## src/rtl/killer_history_move_table_assert.svh

```systemverilog
// assertion macros for the killer/history move table
// expects i_clk and i_rst_n in the including scope
`ifndef KILLER_HISTORY_MOVE_TABLE_ASSERT_SVH
`define KILLER_HISTORY_MOVE_TABLE_ASSERT_SVH

// property checked on every clock edge outside reset
`define KHT_ASSERT(label, prop, msg) \
    label: assert property (@(posedge i_clk) disable iff (!i_rst_n) prop) \
        else $error(msg);

// consequence checked in the cycle after the trigger
`define KHT_ASSERT_NEXT(label, trig, cons, msg) \
    label: assert property (@(posedge i_clk) disable iff (!i_rst_n) \
        (trig) |=> (cons)) else $error(msg);

`endif

```

## src/rtl/kht_ram.sv

```systemverilog
// generic simple dual-port ram, one write and one registered read port
// no dependencies
module kht_ram #(
    parameter int WIDTH = 8,
    parameter int DEPTH = 16
) (
    input  logic                     i_clk,
    input  logic                     i_wr_en,
    input  logic [$clog2(DEPTH)-1:0] i_wr_addr,
    input  logic [WIDTH-1:0]         i_wr_data,
    input  logic                     i_rd_en,
    input  logic [$clog2(DEPTH)-1:0] i_rd_addr,
    output logic [WIDTH-1:0]         o_rd_data
);

    logic [WIDTH-1:0] r_mem [DEPTH];
    logic [WIDTH-1:0] r_rd_data;

    always_ff @(posedge i_clk) begin
        if (i_wr_en) begin
            r_mem[i_wr_addr] <= i_wr_data;
        end
        if (i_rd_en) begin
            r_rd_data <= r_mem[i_rd_addr];
        end
    end

    assign o_rd_data = r_rd_data;

endmodule

```

## config.mk

```make
export PLATFORM = sky130hd
export DESIGN_NAME = kht_ram
export DESIGN_NICKNAME = d
export VERILOG_FILES = /design/src/rtl/killer_history_move_table_assert.svh /design/src/rtl/kht_ram.sv
export SDC_FILE = /design/constraint.sdc
export NUM_CORES = 1
export LEC_CHECK = 0
export ABC_AREA = 1
export BUFFER_PORTS_ARGS = -buffer_cell sky130_fd_sc_hd__buf_2
export CAP_MARGIN = 30
export CORE_MARGIN = 2
export CORE_UTILIZATION = 35
export CTS_CLUSTER_SIZE = 40
export DETAILED_ROUTE_END_ITERATION = 16
export HOLD_SLACK_MARGIN = 0.1
export PLACE_DENSITY = 0.53
export SYNTH_ARGS = -nofsm -noshare
export SYNTH_HDL_FRONTEND = slang
export SYNTH_SLANG_ARGS = --single-unit
export TNS_END_PERCENT = 5
```

## constraint.sdc

```tcl
create_clock -name i_clk -period 2.7 [get_ports i_clk]
set_input_delay 0.405 -clock i_clk [delete_from_list [all_inputs] [get_ports i_clk]]
set_output_delay 0.405 -clock i_clk [all_outputs]
set_load 0.01 [all_outputs]
```

==> results.cfg <==
[outcome]
status = completed

[sta]
rsz0062_at_grt = false
slew_viol_final = 0
fmax_ghz = 0.5744
final-setup-viol-count = 0
fin_setup_tns_ns = 0
worstMarginPinSlew_ns = 0.9621
relSlewSlack = 0.3562
finClkSkew_ns = 0.004313
fin_crit_ns = 1.741
hold_violations = 0
period_share = 0.6448

[clock_network]
ctsRootBufferMaster = clkbuf_16
cts_tree = done
postCtsHoldBufs = 0
post_cts_buffers = 0
cts_buffers = 17
cts_resized = 0
cts_buffer_depth = 2
cts_sinks = 136
clkLatencyLatePin_ns = 0.42
htreeDepth = 4
clk_pin_slew_ns = 0.06

[setup_path]
critPathRequiredTime_ns = 2.87
worstReg2RegEnd = o_rd_data[6]$_DFFE_PP_
reg2reg_setup_slack_ns = 1.52
setup.worst_path.end_class = register
r2r-start = r_mem[7][6]$_DFFE_PP_
crit_fanout = 33
worstPathArrival_ns = 1.91
critPathMostFrequentCell = nand3_1
start_kind = input port
crit_chain = buf_2, inv_2, nand3_1, nand3_1, nand3_1, nand2_1
r2r_cells = 6
crit_type = in -> reg
slowest_stage = buf_2
cp-startpoint = i_rd_addr[1]
endpoint = o_rd_data[0]$_DFFE_PP_
max_stage_delay_ns = 0.52

[route]
first_pass_iters = 4
drc = 0
wl_per_cell_um = 17.60
drt_iter0_drc = 335
via_per_inst = 4.701
routed-via-count = 3794
ant_nets = 0
wirelength_mm = 14.21

[yosys]
seq_area_frac_synth = 0.6985
ys_seq_elements = 136
syn_inst = 551
ys.warnings.count = 0
synth_area_sq_um = 5847
synth_top_area_frac = 0.6985
synthesis.nets = 570
synth_cell_type_count = 11
yosysTopAreaCell = edfxtp_1
avgSynthCellArea_sq_um = 10.61
synthTopCellsByArea = edfxtp_1, nand2_1, nand3_1

[pwr]
ir_worst_vdd_v = 0.0004768
clkPwrFrac = 0.460
p_sw_mw = 1.075
p_int_mw = 3.891
combinationalPowerShare = 0.058
totalPowerFinal_mw = 4.966
seqPwrFrac = 0.482
power_density_nw_per_um2 = 740.5
cellLeakagePower_nw = 2.826
swShare = 0.2164

[cells_and_area]
n_fill_cell = 1592
final_layout_size_suffix_gt1_frac = 0.1005
multi_input_area_sq_um = 1214
diodes = 0
register_area_sq_um = 4084
finalNetCount = 594
syn2layout_area_growth_pct = 14.70

[placement]
place_hpwl_mm = 9.008
finalWeightedCongestion = 0.8286
portBuffers = 26

[floorplanning]
fp.coreArea_sq_um = 16470
pin_count = 27
fp.dieW_um = 133.3
rows = 47
die_h_um = 133.3
start_util = 0.3551
die_area_sq_um = 17760

[grt]
grt_max_degree = 65
grtUsageMet2 = 0.2620
first_global_vias = 3859
met1_usage = 0.2178
grt_pass1_wl_mm = 21.71
track_usage = 0.1680
gr-total-overflow = 0
use_met3 = 0.03995
busiest_layer = met2
antenna_found_initial = 0

[min_path]
min_path_type = in -> reg

[flow_run]
drv_cap = 0
[cell families (layout without fill, tap and decap cells)]
logic type / after synthesis / after routing / synth area share
simple gates: 289 / 289 / 0.2076
flops: 136 / 136 / 0.6985
buf+inv: 126 / 162 / 0.09394
[per-stage QoR]
stage          std cells  setup slack (ns)  cell area [sq um]  utilization  hold slack (ns)
2_1_floorplan        551             1.344               5847            -           0.5039
3_3_place_gp         775            0.5918               6113       0.3713           0.7591
3_5_place_dp         775            0.5595               6113       0.3713           0.7477
4_1_cts              806            0.9974               6699       0.4068           0.3433
5_1_grt              807            0.8641               6706       0.4073           0.3476
6_report             807            0.9591               6706       0.4073           0.3570
[state kept, by name, indices dropped and copies added, names as in the netlist]
signal	flops
r_mem	128
o_rd_data	8
[final cells by class]
cell class	instances	share of cell area
Sequential cell	136	0.6090
Multi-Input combinational cell	289	0.1810
Clock buffer	18	0.06399
Inverter	102	0.05709
Tap cell	220	0.04104
Timing Repair Buffer	29	0.02463
Clock inverter	13	0.02332
[cells in the final DEF, fill, tap and decap left out]
cell type   count
inv_1         100
nand3b_1        2
edfxtp_1      136
clkbuf_16      17
nor2_1         17
buf_2          26
inv_2           2
clkinv_1        2
clkbuf_1        1
buf_12          1
buf_4           2
clkinv_2        2
bufinv_16       3
nand2_1       173
nand3_1        97
clkinv_4        3
clkinvlp_4      3
[layer usage]
layer  vias up  wire length [um]
met5         -                 0
met4         0               548
met3        38               642
met2       116              6562
met1      1811              6452
li1       1829                 -
[synth_stat cells]
cell and n:
nand2_1 173, edfxtp_1 136, inv_1 100, nand3_1 97, nor2_1 17, buf_2 13, buf_6 6, buf_4 4
inv_2 2, nand3b_1 2, buf_1 1
[worst min-delay path by stage]
stage                           startpoint                endpoint  cells after the start
floorplan                     i_wr_data[0]   r_mem[0][0]$_DFFE_PP_                      0
global placement    r_mem[10][6]$_DFFE_PP_  o_rd_data[6]$_DFFE_PP_                      6
detailed placement  r_mem[10][6]$_DFFE_PP_  o_rd_data[6]$_DFFE_PP_                      6
CTS                                i_rd_en  o_rd_data[2]$_DFFE_PP_                      1
global route                       i_rd_en  o_rd_data[5]$_DFFE_PP_                      1
finish                             i_rd_en  o_rd_data[2]$_DFFE_PP_                      1
[critical path: cells and delay by family]
kind,cells,cell delay (ns)
buffers and inverters,2,0.95
and+or+nand+nor,4,0.53
[power groups by stage]
stage	sequential (mW)	combinational, mW	clock, mW
final	2.39	0.287	2.29
after global routing	2.40	0.317	2.40
after CTS	2.40	0.288	2.32
after detailed placement	2.44	0.287	0
after global placement	2.44	0.288	0
after floorplan	2.44	0.167	0
(Power assumes the default switching activity.)
